`config.mk`:
```
export PLATFORM = sky130hd
export DESIGN_NAME = pwm_pulse_width_capture
export DESIGN_NICKNAME = d
export VERILOG_FILES = /design/src/rtl/pwc_pkg.sv /design/src/rtl/pwc_bit_alu.sv /design/src/rtl/pwc_divider.sv /design/src/rtl/pwc_pulse_width_capture.sv
export SDC_FILE = /design/constraint.sdc
export NUM_CORES = 1
export LEC_CHECK = 0
export BUFFER_PORTS_ARGS = -buffer_cell sky130_fd_sc_hd__buf_2
export CORE_ASPECT_RATIO = 1.25
export CORE_MARGIN = 3
export CORE_UTILIZATION = 56
export DETAILED_ROUTE_END_ITERATION = 12
export PLACE_DENSITY = 0.76
export SYNTH_ARGS = -nofsm -noshare
export SYNTH_HDL_FRONTEND = slang
export SYNTH_SLANG_ARGS = --single-unit
export TNS_END_PERCENT = 50
```
`constraint.sdc`:
```
create_clock -name clk_i -period 3.2 [get_ports clk_i]
set_clock_uncertainty 0.1 [all_clocks]
set_input_delay 0.32 -clock clk_i [delete_from_list [all_inputs] [get_ports clk_i]]
set_output_delay 0.32 -clock clk_i [all_outputs]
set_load 0.01 [all_outputs]
```
`src/rtl/pwc_pkg.sv`:
```
// pwc_pkg: shared types and constants for the pulse width capture block
// depends on nothing; imported by pwc_bit_alu, pwc_divider and the top level
`default_nettype none

package pwc_pkg;

  // data widths
  localparam int unsigned DataW  = 32;
  localparam int unsigned ResW   = 16;
  localparam int unsigned BitCntW = $clog2(DataW);

  // command codes
  typedef enum logic [1:0] {
    CmdEdge       = 2'd0,
    CmdReadLatest = 2'd1,
    CmdReadAvg    = 2'd2
  } cmd_e;

  // sequencer states, one-hot
  typedef enum logic [3:0] {
    StIdle = 4'b0001,
    StEdge = 4'b0010,
    StDiv  = 4'b0100,
    StOut  = 4'b1000
  } state_e;

  // one bit slice handed to the serial unit each cycle
  typedef struct packed {
    logic en;
    logic first;
    logic t_bit;
    logic start_bit;
    logic sum_bit;
    logic cnt_bit;
  } alu_in_t;

  // bits produced by the serial unit in the same cycle
  typedef struct packed {
    logic width_bit;
    logic sum_bit;
    logic cnt_bit;
  } alu_out_t;

  // divider control and status
  typedef struct packed {
    logic start;
  } div_ctrl_t;

  typedef struct packed {
    logic busy;
    logic done;
  } div_stat_t;

endpackage

`default_nettype wire

```
`src/rtl/pwc_bit_alu.sv`:
```
// pwc_bit_alu: bit-serial width subtract, sum accumulate and count increment
// depends on pwc_pkg; one bit of each operand per cycle while en is high, lsb first
`default_nettype none

module pwc_bit_alu (
  input  wire logic             clk_i,
  input  wire logic             rst_ni,
  input  wire pwc_pkg::alu_in_t  alu_i,
  output pwc_pkg::alu_out_t      alu_o
);
  import pwc_pkg::*;

  logic borrow_q, borrow_d;
  logic carry_q, carry_d;
  logic inc_q, inc_d;
  logic b_in, c_in, i_in;
  logic w_bit;

  // carries restart on the first bit
  assign b_in = alu_i.first ? 1'b0 : borrow_q;
  assign c_in = alu_i.first ? 1'b0 : carry_q;
  assign i_in = alu_i.first ? 1'b1 : inc_q;

  // width = time - start
  assign w_bit    = alu_i.t_bit ^ alu_i.start_bit ^ b_in;
  assign borrow_d = (~alu_i.t_bit & alu_i.start_bit) |
                    (~(alu_i.t_bit ^ alu_i.start_bit) & b_in);

  // sum = sum + width
  assign carry_d = (alu_i.sum_bit & w_bit) | (alu_i.sum_bit & c_in) | (w_bit & c_in);

  // count = count + 1
  assign inc_d = alu_i.cnt_bit & i_in;

  always_comb begin
    alu_o.width_bit = w_bit;
    alu_o.sum_bit   = alu_i.sum_bit ^ w_bit ^ c_in;
    alu_o.cnt_bit   = alu_i.cnt_bit ^ i_in;
  end

  // carry flops
  always_ff @(posedge clk_i or negedge rst_ni) begin
    if (!rst_ni) begin
      borrow_q <= 1'b0;
      carry_q  <= 1'b0;
      inc_q    <= 1'b0;
    end else if (alu_i.en) begin
      borrow_q <= borrow_d;
      carry_q  <= carry_d;
      inc_q    <= inc_d;
    end
  end

endmodule

`default_nettype wire

```
`src/rtl/pwc_divider.sv`:
```
// pwc_divider: restoring divider, one quotient bit per cycle
// depends on pwc_pkg; divisor must be nonzero, quotient valid when done is high
`default_nettype none

module pwc_divider (
  input  wire logic                      clk_i,
  input  wire logic                      rst_ni,
  input  wire pwc_pkg::div_ctrl_t         ctrl_i,
  input  wire logic [pwc_pkg::DataW-1:0]  dividend_i,
  input  wire logic [pwc_pkg::DataW-1:0]  divisor_i,
  output pwc_pkg::div_stat_t              stat_o,
  output logic      [pwc_pkg::DataW-1:0]  quotient_o
);
  import pwc_pkg::*;

  logic [DataW-1:0]   rem_q, rem_d;
  logic [DataW-1:0]   quo_q, quo_d;
  logic [DataW-1:0]   div_q;
  logic [BitCntW-1:0] cnt_q;
  logic               busy_q, done_q;
  logic [DataW:0]     rem_sh;
  logic [DataW+1:0]   trial;
  logic               ge;

  // shift in the next dividend bit and try the subtract
  assign rem_sh = {rem_q, quo_q[DataW-1]};
  assign trial  = {1'b0, rem_sh} - {2'b00, div_q};
  assign ge     = ~trial[DataW+1];
  assign rem_d  = ge ? trial[DataW-1:0] : rem_sh[DataW-1:0];
  assign quo_d  = {quo_q[DataW-2:0], ge};

  // control
  always_ff @(posedge clk_i or negedge rst_ni) begin
    if (!rst_ni) begin
      busy_q <= 1'b0;
      done_q <= 1'b0;
      cnt_q  <= '0;
    end else begin
      done_q <= 1'b0;
      if (ctrl_i.start) begin
        busy_q <= 1'b1;
        cnt_q  <= '0;
      end else if (busy_q) begin
        cnt_q <= cnt_q + 1'b1;
        if (cnt_q == BitCntW'(DataW - 1)) begin
          busy_q <= 1'b0;
          done_q <= 1'b1;
        end
      end
    end
  end

  // datapath
  always_ff @(posedge clk_i) begin
    if (ctrl_i.start) begin
      rem_q <= '0;
      quo_q <= dividend_i;
      div_q <= divisor_i;
    end else if (busy_q) begin
      rem_q <= rem_d;
      quo_q <= quo_d;
    end
  end

  assign stat_o.busy = busy_q;
  assign stat_o.done = done_q;
  assign quotient_o  = quo_q;

endmodule

`default_nettype wire

```
`src/rtl/pwc_pulse_width_capture.sv`:
```
// pwm_pulse_width_capture: high-pulse width capture with latest and average reads
// Depends on pwc_pkg, pwc_bit_alu and pwc_divider.
//
// Usage:
//   The input channel (in_valid_i / in_ready_o) takes one request: cmd_i, level_high_i
//   and time_us_i. Edge requests give no result; each read request gives exactly one
//   result on the output channel (out_valid_o / out_ready_i): width_us_o and
//   was_average_o.
//   Handling per request:
//     rising edge, ignored falling edge, unused command: handled in StIdle, which it never leaves
//     falling edge with a pulse pending: runs in StEdge, paced by the bit-serial
//       subtract/accumulate unit that walks the 32-bit words one bit a cycle
//     latest read: the result goes through StOut into the output register, then StIdle
//     average read: through StDiv, paced by the restoring divider (one quotient bit a
//       cycle), then StOut; straight to StOut when no width has been counted
//   The output register holds one result. While the receiver stalls, edge requests
//   keep being taken; a read waits in the sequencer until the output register frees.
//   Reset clears the capture state: no pulse pending, latest width, sum and count zero.
`default_nettype none

module pwm_pulse_width_capture (
  input  wire logic                      clk_i,
  input  wire logic                      rst_ni,
  input  wire logic                      in_valid_i,
  output logic                           in_ready_o,
  input  wire logic [1:0]                cmd_i,
  input  wire logic                      level_high_i,
  input  wire logic [pwc_pkg::DataW-1:0] time_us_i,
  output logic                           out_valid_o,
  input  wire logic                      out_ready_i,
  output logic      [pwc_pkg::ResW-1:0]  width_us_o,
  output logic                           was_average_o
);
  import pwc_pkg::*;

  state_e             state_q, state_d;
  logic [DataW-1:0]   start_q, last_q, sum_q, count_q, time_sh_q;
  logic [BitCntW-1:0] bit_cnt_q;
  logic [ResW-1:0]    res_q;
  logic               res_avg_q;
  logic               out_valid_q;
  logic [ResW-1:0]    width_q;
  logic               was_avg_q;
  logic               accept;
  cmd_e               cmd;
  logic               out_free;
  logic               last_bit;
  alu_in_t            alu_in;
  alu_out_t           alu_out;
  div_ctrl_t          div_ctrl;
  div_stat_t          div_stat;
  logic [DataW-1:0]   quotient;

  assign in_ready_o = (state_q == StIdle);
  assign accept     = in_valid_i & in_ready_o;
  assign cmd        = cmd_e'(cmd_i);
  assign out_free   = ~out_valid_q | out_ready_i;
  assign last_bit   = (bit_cnt_q == BitCntW'(DataW - 1));

  // serial unit hookup
  always_comb begin
    alu_in.en        = (state_q == StEdge);
    alu_in.first     = (bit_cnt_q == '0);
    alu_in.t_bit     = time_sh_q[0];
    alu_in.start_bit = start_q[0];
    alu_in.sum_bit   = sum_q[0];
    alu_in.cnt_bit   = count_q[0];
  end

  pwc_bit_alu u_alu (
    .clk_i  (clk_i),
    .rst_ni (rst_ni),
    .alu_i  (alu_in),
    .alu_o  (alu_out)
  );

  // divider launch on an average read with a nonzero count
  assign div_ctrl.start = accept & (cmd == CmdReadAvg) & (count_q != '0);

  pwc_divider u_div (
    .clk_i      (clk_i),
    .rst_ni     (rst_ni),
    .ctrl_i     (div_ctrl),
    .dividend_i (sum_q),
    .divisor_i  (count_q),
    .stat_o     (div_stat),
    .quotient_o (quotient)
  );

  // next state
  always_comb begin
    state_d = state_q;
    unique case (state_q)
      StIdle: begin
        if (accept) begin
          case (cmd)
            CmdEdge: begin
              if (!level_high_i && start_q != '0) state_d = StEdge;
            end
            CmdReadLatest: state_d = StOut;
            CmdReadAvg:    state_d = (count_q != '0) ? StDiv : StOut;
            default:       state_d = StIdle;
          endcase
        end
      end
      StEdge: if (last_bit) state_d = StIdle;
      StDiv:  if (div_stat.done) state_d = StOut;
      StOut:  if (out_free) state_d = StIdle;
      default: state_d = StIdle;
    endcase
  end

  // control and state registers
  always_ff @(posedge clk_i or negedge rst_ni) begin
    if (!rst_ni) begin
      state_q   <= StIdle;
      bit_cnt_q <= '0;
      start_q   <= '0;
      last_q    <= '0;
      sum_q     <= '0;
      count_q   <= '0;
    end else begin
      state_q <= state_d;
      unique case (state_q)
        StIdle: begin
          bit_cnt_q <= '0;
          if (accept) begin
            case (cmd)
              CmdEdge: if (level_high_i) start_q <= time_us_i;
              CmdReadLatest: last_q <= '0;
              CmdReadAvg: begin
                sum_q   <= '0;
                count_q <= '0;
              end
              default: ;
            endcase
          end
        end
        StEdge: begin
          // rotate operands, new bits enter at the top
          bit_cnt_q <= bit_cnt_q + 1'b1;
          start_q   <= last_bit ? '0 : {start_q[0], start_q[DataW-1:1]};
          last_q    <= {alu_out.width_bit, last_q[DataW-1:1]};
          sum_q     <= {alu_out.sum_bit, sum_q[DataW-1:1]};
          count_q   <= {alu_out.cnt_bit, count_q[DataW-1:1]};
        end
        StDiv, StOut: ;
        default: ;
      endcase
    end
  end

  // time shift register and pending result
  always_ff @(posedge clk_i) begin
    if (accept) begin
      time_sh_q <= time_us_i;
      res_avg_q <= (cmd == CmdReadAvg);
      res_q     <= (cmd == CmdReadLatest) ? last_q[ResW-1:0] : '0;
    end else begin
      if (state_q == StEdge) time_sh_q <= {1'b0, time_sh_q[DataW-1:1]};
      if (state_q == StDiv && div_stat.done) res_q <= quotient[ResW-1:0];
    end
  end

  // output register
  always_ff @(posedge clk_i or negedge rst_ni) begin
    if (!rst_ni) begin
      out_valid_q <= 1'b0;
    end else if (state_q == StOut && out_free) begin
      out_valid_q <= 1'b1;
    end else if (out_ready_i) begin
      out_valid_q <= 1'b0;
    end
  end

  always_ff @(posedge clk_i) begin
    if (state_q == StOut && out_free) begin
      width_q   <= res_q;
      was_avg_q <= res_avg_q;
    end
  end

  assign out_valid_o   = out_valid_q;
  assign width_us_o    = width_q;
  assign was_average_o = was_avg_q;

endmodule

`default_nettype wire
```
Word-level counts from Yosys, hierarchy flattened
Cells that the tools add are included.
- bits in registers: 310
- latch bits: 0
- RAM bits: 0
- memory bits (read-only): 0
- word-level logic and storage cells: 122
- memories: 0
- $add $sub $neg: 3
- multiply operators: 0
- div/mod/pow operators: 0
- magnitude comparators: 0
- eq/ne operators: 17
- shifts and indexed selects: 0
- muxes and demuxes: 42
- bitwise logic cells: 22
- reduce and logical (&&, ||, !) cells: 17
- operators with widths (kind ; count):
    32-bit 2-to-1 mux ; 13
    32-bit case mux with 2 select lines ; 4
    32-bit nonzero test ; 2
    16-bit 2-to-1 mux ; 3
    33-bit by 32-bit subtractor with 34-bit output ; 1
    4-bit 2-to-1 mux ; 6
    4-bit case mux with 4 select lines ; 1
    2-bit by 1-bit != test with 1-bit output, second input constant ; 6
    4-bit case mux with 3 select lines ; 1
    1-bit 2-to-1 mux ; 11
    5-bit by 1-bit adder with 5-bit output, second input constant ; 2
    5-bit equality test, second input constant ; 2
    5-bit 2-to-1 mux ; 2
    5-bit case mux with 2 select lines ; 1
    2-bit nonzero test ; 5
    1-bit bitwise AND ; 9
    3-bit AND reduction ; 2
    5-bit logical NOT ; 1
    5-bit AND reduction ; 1
    1-bit bitwise XOR ; 5
    4-bit by 1-bit equality test with 1-bit output, second input constant ; 1
    4-bit by 2-bit equality test with 1-bit output, second input constant ; 1
    4-bit by 3-bit equality test with 1-bit output, second input constant ; 1
    4-bit equality test, second input constant ; 1
    10 further kinds ; 19

Logic depth before layout (Yosys ltp)
- word-level depth: 6
- mapped depth: 13
- gate-level depth less buffers: 11

Cells and area by module
A second synthesis with hierarchy kept.
- cell total of the unflattened synthesis: 1290
- area total of the unflattened synthesis: 14387.5 um^2
- by module, submodules not included (module ; times used ; cells an instance ; area each (um^2)):
    pwm_pulse_width_capture ; 1 ; 708 ; 8346.8
    pwc_divider ; 1 ; 564 ; 5834.3
    pwc_bit_alu ; 1 ; 18 ; 206.4

Worst setup path after synthesis
OpenSTA, ideal clock, no wires.
- path type: reg-to-reg
- from: reg state_q[0]
- to: reg u_div.div_q[0], enable pin
- data arrival time: 2.643 ns
- data required time: 2.691 ns
- path slack: 0.048 ns
- stages on the path, launching flop included: 8
- buffers on the path: 2
- path through: dfstp_2 > nand3b_1 > clkinv_1 > nand2_1 > or3_1 > clkbuf_1 > inv_1 > clkbuf_1
- cells in the longest elaborated chain, start to end: 4
- ends and longest elaborated chain (what ; RTL line ; text):
    start, declared ; pwc_pulse_width_capture.sv:36 ; state_e state_q, state_d;
    start signal, assigned ; pwc_pulse_width_capture.sv:116 ; state_q <= StIdle;
    start signal, assigned ; pwc_pulse_width_capture.sv:123 ; state_q <= state_d;
    4-bit by 1-bit equality test with 1-bit output ; pwc_pulse_width_capture.sv:54 ; assign in_ready_o = (state_q == StIdle);
    named net in_ready_o ; pwc_pulse_width_capture.sv:25 ; output logic in_ready_o,
    1-bit bitwise AND ; pwc_pulse_width_capture.sv:55 ; assign accept = in_valid_i & in_ready_o;
    1-bit bitwise AND (2 in a row) ; pwc_pulse_width_capture.sv:78 ; assign div_ctrl.start = accept & (cmd == CmdReadAvg) & (count_q != '0);
    named net div_ctrl ; pwc_pulse_width_capture.sv:50 ; div_ctrl_t div_ctrl;
    end signal, assigned ; pwc_divider.sv:58 ; div_q <= divisor_i;
    end, declared ; pwc_divider.sv:18 ; logic [DataW-1:0] div_q;
The timed path passes the listed nets, and every way through them passes these cells.
A chain may end at the register's enable or synchronous reset.

Worst setup path after layout
- from: reg u_div.div_q[4]
- to: reg u_div.rem_q[17]
- cells in the longest elaborated chain, start to end: 2
- ends and longest elaborated chain (what ; RTL line ; text):
    33-bit by 32-bit subtractor with 34-bit output ; pwc_divider.sv:27 ; assign trial = {1'b0, rem_sh} - {2'b00, div_q};
    32-bit 2-to-1 mux ; pwc_divider.sv:29 ; assign rem_d = ge ? trial[DataW-1:0] : rem_sh[DataW-1:0];
    end signal, assigned ; pwc_divider.sv:60 ; rem_q <= rem_d;
    end, declared ; pwc_divider.sv:16 ; logic [DataW-1:0] rem_q, rem_d;
Every way passes these cells.

==> impl_metrics.tcl <==
set metrics [dict create \
    hold_path.class "input pin to flop" \
    ys_types 68 \
    post_drt_wl_per_cell_um 17.3 \
    grt_pass1_wl_um 51900 \
    start_kind "flop" \
    die_y_um 185 \
    drcViolationCount 0 \
    overflow 0 \
    layout_min_cycle_time_ns 3.05 \
    path_clk_slew_ns 0.06 \
    rsz0062_at_grt "yes" \
    synth_area_leaders "edfxtp_1 (27%), dfrtp_1 (26%), nand2_1 (6.9%)" \
    portBuffers 57 \
    tritoncts "yes" \
    antenna_found_initial 0 \
    cp_data_required_time_ns 3.52 \
    cts_root_buf "clkbuf_16" \
    setup_viol 0 \
    wl_um 30900 \
    crit_type "flop to flop" \
    htree_levels 1 \
    place_area_um2 15100 \
    drive_above_1_share 0.113 \
    dr.pass1.iters 4 \
    syn-num-nets 1425 \
    dieArea_um2 27500 \
    synth_edf_count 130 \
    hold_violations 0 \
    vias 10600 \
    tightest_slew_ns 0.780 \
    placed_cells 1688 \
    yosys-top-cells-count "nand2_1 (262), dfrtp_1 (147), edfxtp_1 (130)" \
    ant_nets 0 \
    dp_hpwl_um 19300 \
    yosysTopAreaCellShare 0.273 \
    syn_to_final_growth_pct 15.0 \
    num_io_pins 58 \
    synth_seq_cells 310 \
    worstPathArrival_ns 3.37 \
    status "completed" \
    viasPerCell 5.94 \
    synthArstFlopShare 0.477 \
    core_um2 24800 \
    synthFlopType "dfrtp_1" \
    relSlewSlack 0.479 \
    start_util 0.576 \
    ys_seq_area_frac 0.577 \
    ys_warn_count 0 \
    track_usage 0.226 \
    fin_nets 1510 \
    r2r_slack_ns 0.15 \
    max_freq_mhz 328 \
    setup_tns_ns 0 \
    syn_area_um2 14300 \
    antenna_cells 0 \
    final_max_slew_viol_count 0 \
    cp_max_fo 11 \
    yosys.area.top_type "edfxtp_1" \
    clockBufferDepth 3 \
    yosysMostFrequentCell "nand2_1" \
    endpoint_kind "flop" \
    synthCells 1345 \
    layout.cells.non_filler 1785 \
    fin_area_um2 16400 \
    syn_area_per_cell_um2 10.6 \
    vdd_drop_max_mv 0.676 \
    powerDensity_nw_per_um2 960 \
    chipWidth_um 149 \
    clock_latency_ns 0.57 \
    cts_made_buffers 31 \
    cts_sinks 310 \
    p_leak_nw 7.24 \
    maxCapViolations 0 \
    grt_max_degree 77 \
    period_share 0.952 \
    gp_congestion 0.863 \
    first_iter_violations 672 \
    grt_pass1_vias 10600 \
    rows 64 \
]
-- logic make-up after synthesis --
logic type,share of synthesized area
adder cells (fa/ha/maj),0.0374
AND/OR/NAND/NOR,0.151
XOR/XNOR,0.0122
buffers and inverters,0.0348
multiplexers,0.0169
flip-flops,0.577
AO/OA/AOI/OAI,0.171
-- report_power, final --
part | leakage [nW] | internal (W) | switching [W]
clock network | 0.483 | 0.00198 | 0.00154
registers | 3.49 | 0.00564 | 0.000642
logic | 3.27 | 0.00234 | 0.00364
-- worst max-delay path, stage by stage, from the launching register on --
cell,delay [ns]
edfxtp_1,0.33
inv_1,0.05
ha_1,0.34
a21o_1,0.20
a211o_1,0.29
o221a_4,0.29
a41o_4,0.32
a211oi_4,0.37
o31ai_4,0.14
buf_4,0.22
mux2i_1,0.18
a21oi_1,0.08
-- metrics by stage --
step / worst slack, ns / total power [W] / hold slack [ns] / utilization
CTS: 0.0730 / 0.0158 / 0.000269 / 0.661
global placement: 0.0910 / 0.0119 / 0.245 / 0.606
detailed placement: -0.0277 / 0.0121 / 0.248 / 0.606
floorplan: 0.0482 / 0.0105 / -0.0756 / -
global route: -0.0218 / 0.0168 / 0.00718 / 0.663
finish: 0.155 / 0.0158 / 0.0211 / 0.663
-- registers in the layout, summed over array words and instances, names as in the netlist --
register / flops
u_div.done_q: 1
u_div.div_q: 32
u_div.quotient_o: 32
u_div.cnt_q: 5
u_div.rem_q: 32
count_q: 32
last_q: 32
res_avg_q: 1
u_alu.borrow_q: 1
out_valid_o: 1
time_sh_q: 32
u_alu.carry_q: 1
sum_q: 32
state_q: 4
u_alu.inc_q: 1
start_q: 32
res_q: 16
u_div.busy_q: 1
was_average_o: 1
width_us_o: 16
bit_cnt_q: 5
-- final timing paths --
check                           depth (start not counted)         endpoint            from
worst min-delay path                                    2    time_sh_q[31]      in_valid_i
worst max-delay path                                   11  u_div.rem_q[17]  u_div.div_q[4]
max in group asynchronous                               3       state_q[0]          rst_ni
worst min register to register                          0    width_us_o[3]        res_q[3]
min in group asynchronous                               2       last_q[11]          rst_ni
worst max register to register                         11  u_div.rem_q[17]  u_div.div_q[4]
-- routing by layer --
| metal | part of all wire | wire length [um] | up-vias | GRT usage |
|---|---|---|---|---|
| met5 | 0 | 0 | - | 0 |
| met4 | 0.021 | 633 | 0 | 0.0641 |
| met3 | 0.050 | 1540 | 58 | 0.0322 |
| met2 | 0.49 | 15300 | 276 | 0.394 |
| met1 | 0.44 | 13400 | 5229 | 0.299 |
| li1 | - | - | 5035 | - |
-- cells in the final DEF (no fill, tap or decap), drive strengths merged, types with 37 or more instances in the layout --
master,netlist,layout
a21oi,106,106
nor2,64,64
a22o,98,98
buf,11,92
ha,38,38
dfrtp,147,147
clkbuf,66,41
dlygate4sd3,0,37
edfxtp,130,130
o21ai,53,53
inv,48,50
nand2,262,262
-- area by class of cell --
| class | instances | area (um^2) |
|---|---|---|
| timing repair buffer | 129 | 987 |
| inverter | 49 | 184 |
| clock inverter | 17 | 160 |
| sequential | 310 | 8250 |
| multi-input combinational | 909 | 5630 |
| clock buffer | 41 | 823 |
| tap | 330 | 413 |
| fill | 1894 | 8380 |
-- repair_timing --
action,in CTS,in global routing
buffers inserted,2,0
pin swaps,1,2
setup endpoints to repair,14,28
hold endpoints to repair,126,0
gates resized for setup,0,6
hold buffers,37,0
(Power assumes the default switching activity.)
